File: config.mk
export PLATFORM = sky130hd
export DESIGN_NAME = spc_cordic_stage
export DESIGN_NICKNAME = d
export VERILOG_FILES = /design/src/rtl/spc_pkg.sv /design/src/rtl/spc_cordic_stage.sv
export SDC_FILE = /design/constraint.sdc
export NUM_CORES = 1
export LEC_CHECK = 0
export BUFFER_PORTS_ARGS = -buffer_cell sky130_fd_sc_hd__buf_4
export CELL_PAD_IN_SITES_DETAIL_PLACEMENT = 0
export CELL_PAD_IN_SITES_GLOBAL_PLACEMENT = 1
export CORE_AREA = 4 4 212 214
export CTS_CLUSTER_SIZE = 25
export DETAILED_ROUTE_END_ITERATION = 7
export DIE_AREA = 0 0 216 218
export GPL_TIMING_DRIVEN = 0
export PLACE_DENSITY_LB_ADDON = 0.1
export SLEW_MARGIN = 25
export SYNTH_ARGS = -nofsm -noshare
export SYNTH_HDL_FRONTEND = slang
export SYNTH_SLANG_ARGS = --single-unit
File: constraint.sdc
create_clock -name clk_i -period 0.9 [get_ports clk_i]
set_clock_uncertainty 0.2 [all_clocks]
set_input_delay 0.18 -clock clk_i [delete_from_list [all_inputs] [get_ports clk_i]]
set_output_delay 0.18 -clock clk_i [all_outputs]
set_load 0.01 [all_outputs]
File: src/rtl/spc_pkg.sv
`default_nettype none

package spc_pkg;

  // Pipeline depth default and arctan table length
  localparam int unsigned CordicStagesDef = 16;
  localparam int unsigned AtanEntries     = 24;

  // Datapath widths
  localparam int unsigned PosW  = 32;  // Q15.16 position
  localparam int unsigned HdgW  = 16;  // Q2.13 heading
  localparam int unsigned NegW  = 33;  // position that may be negated
  localparam int unsigned CordW = 34;  // CORDIC x, y, z (Q.30)
  localparam int unsigned ProdW = 67;  // NegW x CordW product
  localparam int unsigned AccW  = 68;  // Q.46 sum of three terms
  localparam int unsigned RndW  = AccW - 30;

  localparam int unsigned ZShift   = 17;  // Q2.13 -> Q.30
  localparam int unsigned RndShift = 30;  // Q.46 -> Q.16

  // Angle constants in Q2.13, one guard bit
  localparam logic signed [HdgW:0] PiQ13     = 17'sd25736;
  localparam logic signed [HdgW:0] TwoPiQ13  = 17'sd51472;
  localparam logic signed [HdgW:0] HalfPiQ13 = 17'sd12868;

  // CORDIC start value 0.6072529350 in Q.30
  localparam logic signed [CordW-1:0] GainQ30 = 34'sd652032874;

  // Rounding offset and clamp bounds
  localparam logic signed [AccW-1:0] RndHalf = AccW'(64'sd536870912);
  localparam logic signed [RndW-1:0] PosMax  = RndW'(64'sd2147483647);
  localparam logic signed [RndW-1:0] PosMin  = RndW'(-64'sd2147483648);

  // atan(2^-i) in Q.30, truncated
  localparam logic [31:0] AtanQ30 [AtanEntries] = '{
    32'h3243F6A8, 32'h1DAC6705, 32'h0FADBAFC, 32'h07F56EA6,
    32'h03FEAB76, 32'h01FFD55B, 32'h00FFFAAA, 32'h007FFF55,
    32'h003FFFEA, 32'h001FFFFD, 32'h000FFFFF, 32'h0007FFFF,
    32'h0003FFFF, 32'h0001FFFF, 32'h0000FFFF, 32'h00007FFF,
    32'h00003FFF, 32'h00001FFF, 32'h00000FFF, 32'h000007FF,
    32'h000003FF, 32'h000001FF, 32'h000000FF, 32'h0000007F
  };

  // Operands that ride along the CORDIC chain
  typedef struct packed {
    logic signed [PosW-1:0] x1;
    logic signed [PosW-1:0] y1;
    logic signed [NegW-1:0] x2;   // negated when the heading was folded
    logic signed [NegW-1:0] y2;
    logic signed [HdgW-1:0] hdg;  // wrapped heading sum
  } pass_t;

endpackage

`default_nettype wire

File: src/rtl/spc_cordic_stage.sv
`default_nettype none

module spc_cordic_stage #(
  parameter int unsigned Idx = 0
) (
  input  wire logic                          clk_i,
  input  wire logic                          rst_ni,
  input  wire logic                          en_i,
  input  wire logic                          valid_i,
  input  wire logic signed [spc_pkg::CordW-1:0] x_i,
  input  wire logic signed [spc_pkg::CordW-1:0] y_i,
  input  wire logic signed [spc_pkg::CordW-1:0] z_i,
  input  wire spc_pkg::pass_t                pass_i,
  output logic                               valid_o,
  output logic signed [spc_pkg::CordW-1:0]   x_o,
  output logic signed [spc_pkg::CordW-1:0]   y_o,
  output logic signed [spc_pkg::CordW-1:0]   z_o,
  output spc_pkg::pass_t                     pass_o
);
  import spc_pkg::*;

  localparam logic signed [CordW-1:0] Atan = CordW'({2'b00, AtanQ30[Idx]});

  logic signed [CordW-1:0] x_sh, y_sh;
  logic signed [CordW-1:0] x_d, y_d, z_d, x_q, y_q, z_q;
  pass_t                   pass_q;
  logic                    valid_q;

  // Rotate toward zero residual angle
  always_comb begin
    x_sh = x_i >>> Idx;
    y_sh = y_i >>> Idx;
    if (!z_i[CordW-1]) begin
      x_d = x_i - y_sh;
      y_d = y_i + x_sh;
      z_d = z_i - Atan;
    end else begin
      x_d = x_i + y_sh;
      y_d = y_i - x_sh;
      z_d = z_i + Atan;
    end
  end

  always_ff @(posedge clk_i or negedge rst_ni) begin
    if (!rst_ni) begin
      valid_q <= 1'b0;
    end else if (en_i) begin
      valid_q <= valid_i;
    end
  end

  always_ff @(posedge clk_i) begin
    if (en_i) begin
      x_q    <= x_d;
      y_q    <= y_d;
      z_q    <= z_d;
      pass_q <= pass_i;
    end
  end

  assign valid_o = valid_q;
  assign x_o     = x_q;
  assign y_o     = y_q;
  assign z_o     = z_q;
  assign pass_o  = pass_q;

endmodule

`default_nettype wire

### After elaboration in Yosys (flattened, before gate mapping)

Cells that the tools add are included.

* bits of input ports: 252
* output and inout port bits: 249
* logic and storage cells: 17
* bits in registers: 249

* add/subtract/negate cells: 5
* multiplexer cells: 3

Operators by type and width (count)
* two-way mux 34 bit: 3
* subtractor 34 bit: 2
* adder 34 x 31 -> 34 bit, second input constant: 1
* adder 34 bit: 1
* subtractor 34 x 31 -> 34 bit, second input constant: 1

### Logic depth before layout (Yosys ltp)

* depth in word-level cells: 2
* gate-level depth with buffers: 14

### Least setup slack after synthesis

No wires, ideal clock.

* path type: input-to-reg
* from: input z_i[33] in the netlist's numbering
* to: register z_q[33] (netlist: z_o[33]), data pin
* required time: 442 ps
* path slack: -2597 ps
* stages: 13
* library setup time: 258 ps
* path buffers: 2
* arrival: 3039 ps
* path through: clkbuf_1 clkinv_1 clkbuf_1 ha_1 nand2_1 or3_1 or3b_2 a21o_1 nand3_1 a21o_1 a31oi_1 o21bai_1 a21oi_1

* word-level cells in the longest chain between the ends: 2

RTL lines
* start: declaration: line spc_cordic_stage.sv:12 `input wire logic signed [spc_pkg::CordW-1:0] z_i,`
* subtractor 34 x 31 -> 34 bit / adder 34 x 31 -> 34 bit (equally long branches): line spc_cordic_stage.sv:36, spc_cordic_stage.sv:40
* two-way mux 34 bit *: line spc_cordic_stage.sv:33 `if (!z_i[CordW-1]) begin`
* via z_d[33]: line spc_cordic_stage.sv:25 `logic signed [CordW-1:0] x_d, y_d, z_d, x_q, y_q, z_q;`
* end signal: assignment: line spc_cordic_stage.sv:56 `z_q <= z_d;`
* end: declaration: line spc_cordic_stage.sv:25

Mark *: on every way through the listed nets, which the timed path passes. The rest lies on a longest branch.
A chain may end at the register's enable or synchronous reset.

### Worst setup path after layout

* from: input y_i[0] in the netlist's numbering
* to: register y_q[26] (netlist: y_o[26]), data pin

* word-level cells in the longest chain between the ends: 2

RTL lines
* start: declaration: line spc_cordic_stage.sv:11 `input wire logic signed [spc_pkg::CordW-1:0] y_i,`
* adder 34 bit / subtractor 34 bit (equally long branches): line spc_cordic_stage.sv:35, spc_cordic_stage.sv:39
* two-way mux 34 bit *: line spc_cordic_stage.sv:33
* via y_d[26]: line spc_cordic_stage.sv:25
* end signal: assignment: line spc_cordic_stage.sv:55 `y_q <= y_d;`
* end: declaration: line spc_cordic_stage.sv:25

Marks and branches as above.

==> metrics.yaml <==
tightest_slew_ns: 0.7717
stdcell_area_um2: 26540
cts_root_buf: "clkbuf_16"
cp_max_fo: 5
synthSimpleGateAreaFrac_pct: 9.011
drc: 0
area_delta_synth_final_pct: 78.28
synth_common_cells: "edfxtp_1, a21oi_1, ha_1, inv_1, nor2_1"
yosysMostFrequentCell: "edfxtp_1"
min_to: "y_o[20]"
status: "complete, but fails checks"
pwr_density_cell_nw_per_um2: 1572
syn_area_um2: 14880
yosys.area_share.adder_pct: 11.38
avgSynthCellArea_um2: 11.07
yosysTopAreaCell: "edfxtp_1"
fin_crit_ns: 2.630
initial_core_util_pct: 34.71
place_area_um2: 20270
synth_ff_type: "edfxtp_1"
portBuffers: 500
hold_path_class: "input pin to flip-flop"
netlist_instances: 1344
pre_cts_ws_ns: -2.580
drv_cap: 0
endpoint_kind: "flip-flop"
antenna_left: 0
tns_ns: -260.52
hold_violations: 116
clkLatencyLatePin_ns: 0.57
drive_gt1_share_pct: 46.86
ctsHoldBuffers: 153
drt_pass1_iterations: 6
setup_viol: 346
synthArstFlopShare_pct: 0.4032
yosysSeqAreaShare_pct: 50.00
reg2reg_from: "valid_o"
slew_headroom_pct: 48.55
yosysUniqueCellTypes: 79
post-dp-hpwl_um: 42840
cp.arrival_ns: 2.74
gp_congestion: 0.8733
fin_crit_sh_pct: 292.2
numCtsBuffers: 30
dieArea_um2: 47090
synth_top_family_by_area: "compound AO/OA/AOI/OAI gates"
cts_buffer_depth: 3
p_total_mw: 41.72
clkTransAtPathRegs_ns: 0.06
grt.total_usage_pct: 24.09
final_max_slew_viol_count: 0
hp-start: "en_i"
wl_per_cell_um: 21.94
fillers: 3364
nets: 2541
grt_max_degree: 47
synth_area_leaders: "edfxtp_1, ha_1, a21oi_1"
r2r_cells: 1
irDropWorstVdd_v: 0.001424
muxShareOfSynthArea_pct: 1.421
hold_depth: 1
violations: "negative hold slack, negative setup slack"
grt_pass1_vias: 14580
r2r_end: "valid_o"
cts_tree: "built"
fin_cells: 2764
ys_ff_latch: 248
required_ns: 1.01
grt_pass1_wl_um: 88440
overflow: 0
vias: 14040
synth_warnings: 0
wl_um: 60630
p_leak_nw: 11.04
io_pins: 501
vias_per_cell: 5.080
holdWs_ns: -0.2103
rsz0062_at_grt: "yes"
worst_setup_path_start_kind: "input pin"
synth_xor_area_share_pct: 5.355
num_rows: 76
die_y_um: 218
synth-compound-area-share_pct: 18.39
fmax_ghz: 0.3802
htree_levels: 1
cts.sinks: 248
r2r_slack_ns: -0.07
antenna_cells: 0
crit_type: "input pin to flip-flop"
core_um2: 42890
yosysTopAreaCellShare_pct: 49.83
dp.cells: 2431
syn-num-nets: 1729
drt_iter0_drc: 948
synth_edf_count: 247
antenna_found_initial: 3
fp.dieW_um: 216
fin_ws_ns: -1.730
==> state kept, by name, summed over array words and instances (netlist names) <==
register	cells
valid_o	1
y_o	33
pass_o	146
z_o	34
x_o	34
==> kinds of logic (layout without fill, tap and decap cells) <==
logic type / after synthesis / in the layout
flip-flops: 248 / 248
XOR/XNOR: 91 / 91
AO/OA/AOI/OAI: 419 / 419
adder cells (fa/ha/maj): 133 / 133
multiplexers: 21 / 21
buffers and inverters: 165 / 1000
AND/OR/NAND/NOR: 267 / 267
==> worst max-delay path by stage <==
stage | to | start | cells past startpoint
finish | y_o[26] | y_i[0] | 13
CTS | y_o[32] | y_i[0] | 13
detailed placement | x_o[32] | x_i[0] | 12
global route | y_o[32] | y_i[0] | 13
floorplan | z_o[33] | z_i[33] | 13
global placement | x_o[32] | x_i[0] | 12
==> timing repair <==
| action | in CTS | in global routing |
|---|---|---|
| resized for setup | 460 | 166 |
| endpoints found under the hold margin | 291 | 114 |
| cloned | 7 | 0 |
| buffers inserted | 87 | 47 |
| pin swaps | 148 | 82 |
| endpoints found under the setup margin | 506 | 425 |
==> power breakdown <==
part	internal, mW	switching (mW)
Clock	7.29	4.94
Sequential	14.4	0.629
Combinational	7.48	6.96
Total	29.2	12.5
==> cells in the final DEF, fill, tap and decap left out, types with 15 or more instances in the layout <==
cell           instances
nand4_1               17
o21ai_0               30
inv_1                 85
mux2i_1               15
ha_4                  34
a21oi_2               43
dlygate4sd3_1        153
o21ai_2               17
a21o_1                41
edfxtp_1             247
ha_1                  88
clkbuf_16             34
xnor2_1               61
buf_6                283
a21oi_1               90
buf_4                336
xor2_1                21
o21bai_1              23
nand2_1               49
nor2_1                70
o21ai_1               20
==> critical path: stages <==
cell and delay, ns:
buf_12 0.11, buf_4 0.13, ha_4 0.15, fa_2 0.37
nand2b_4 0.10, a2111oi_4 0.08, o31ai_2 0.33, a22oi_2 0.19
a21oi_4 0.25, o221ai_4 0.20, a311o_1 0.35, mux2i_1 0.19
xnor2_1 0.09
==> routing by layer <==
layer | part of all wire [%] | GRT usage (%) | wire length [um]
met5 | 0.078 | 0 | 47
met4 | 3.0 | 7.019 | 1842
met3 | 6.5 | 4.626 | 3941
met2 | 51 | 42.96 | 31090
met1 | 39 | 29.73 | 23710
==> metrics by stage <==
stage,hold slack [ns],utilization [%]
after global placement,-0.2440,47.12
after CTS,-0.2208,59.63
after floorplan,-0.3156,-
after global routing,-0.2070,61.87
final,-0.2103,61.87
after detailed placement,-0.2439,47.26
==> layout make-up <==
class                   instances  area (um^2)  area share (%)
repair buffers                786         7690           28.98
well taps                     585        732.0           2.758
flip-flops and latches        248         7442           28.05
inverters                     112        529.3           1.995
plain buffers                  47        449.2           1.693
clock inverters                20        235.2          0.8865
multi-input cells             931         8688           32.74
clock buffers                  35        769.5           2.900
No activity file was read; power rests on OpenSTA's default activity.
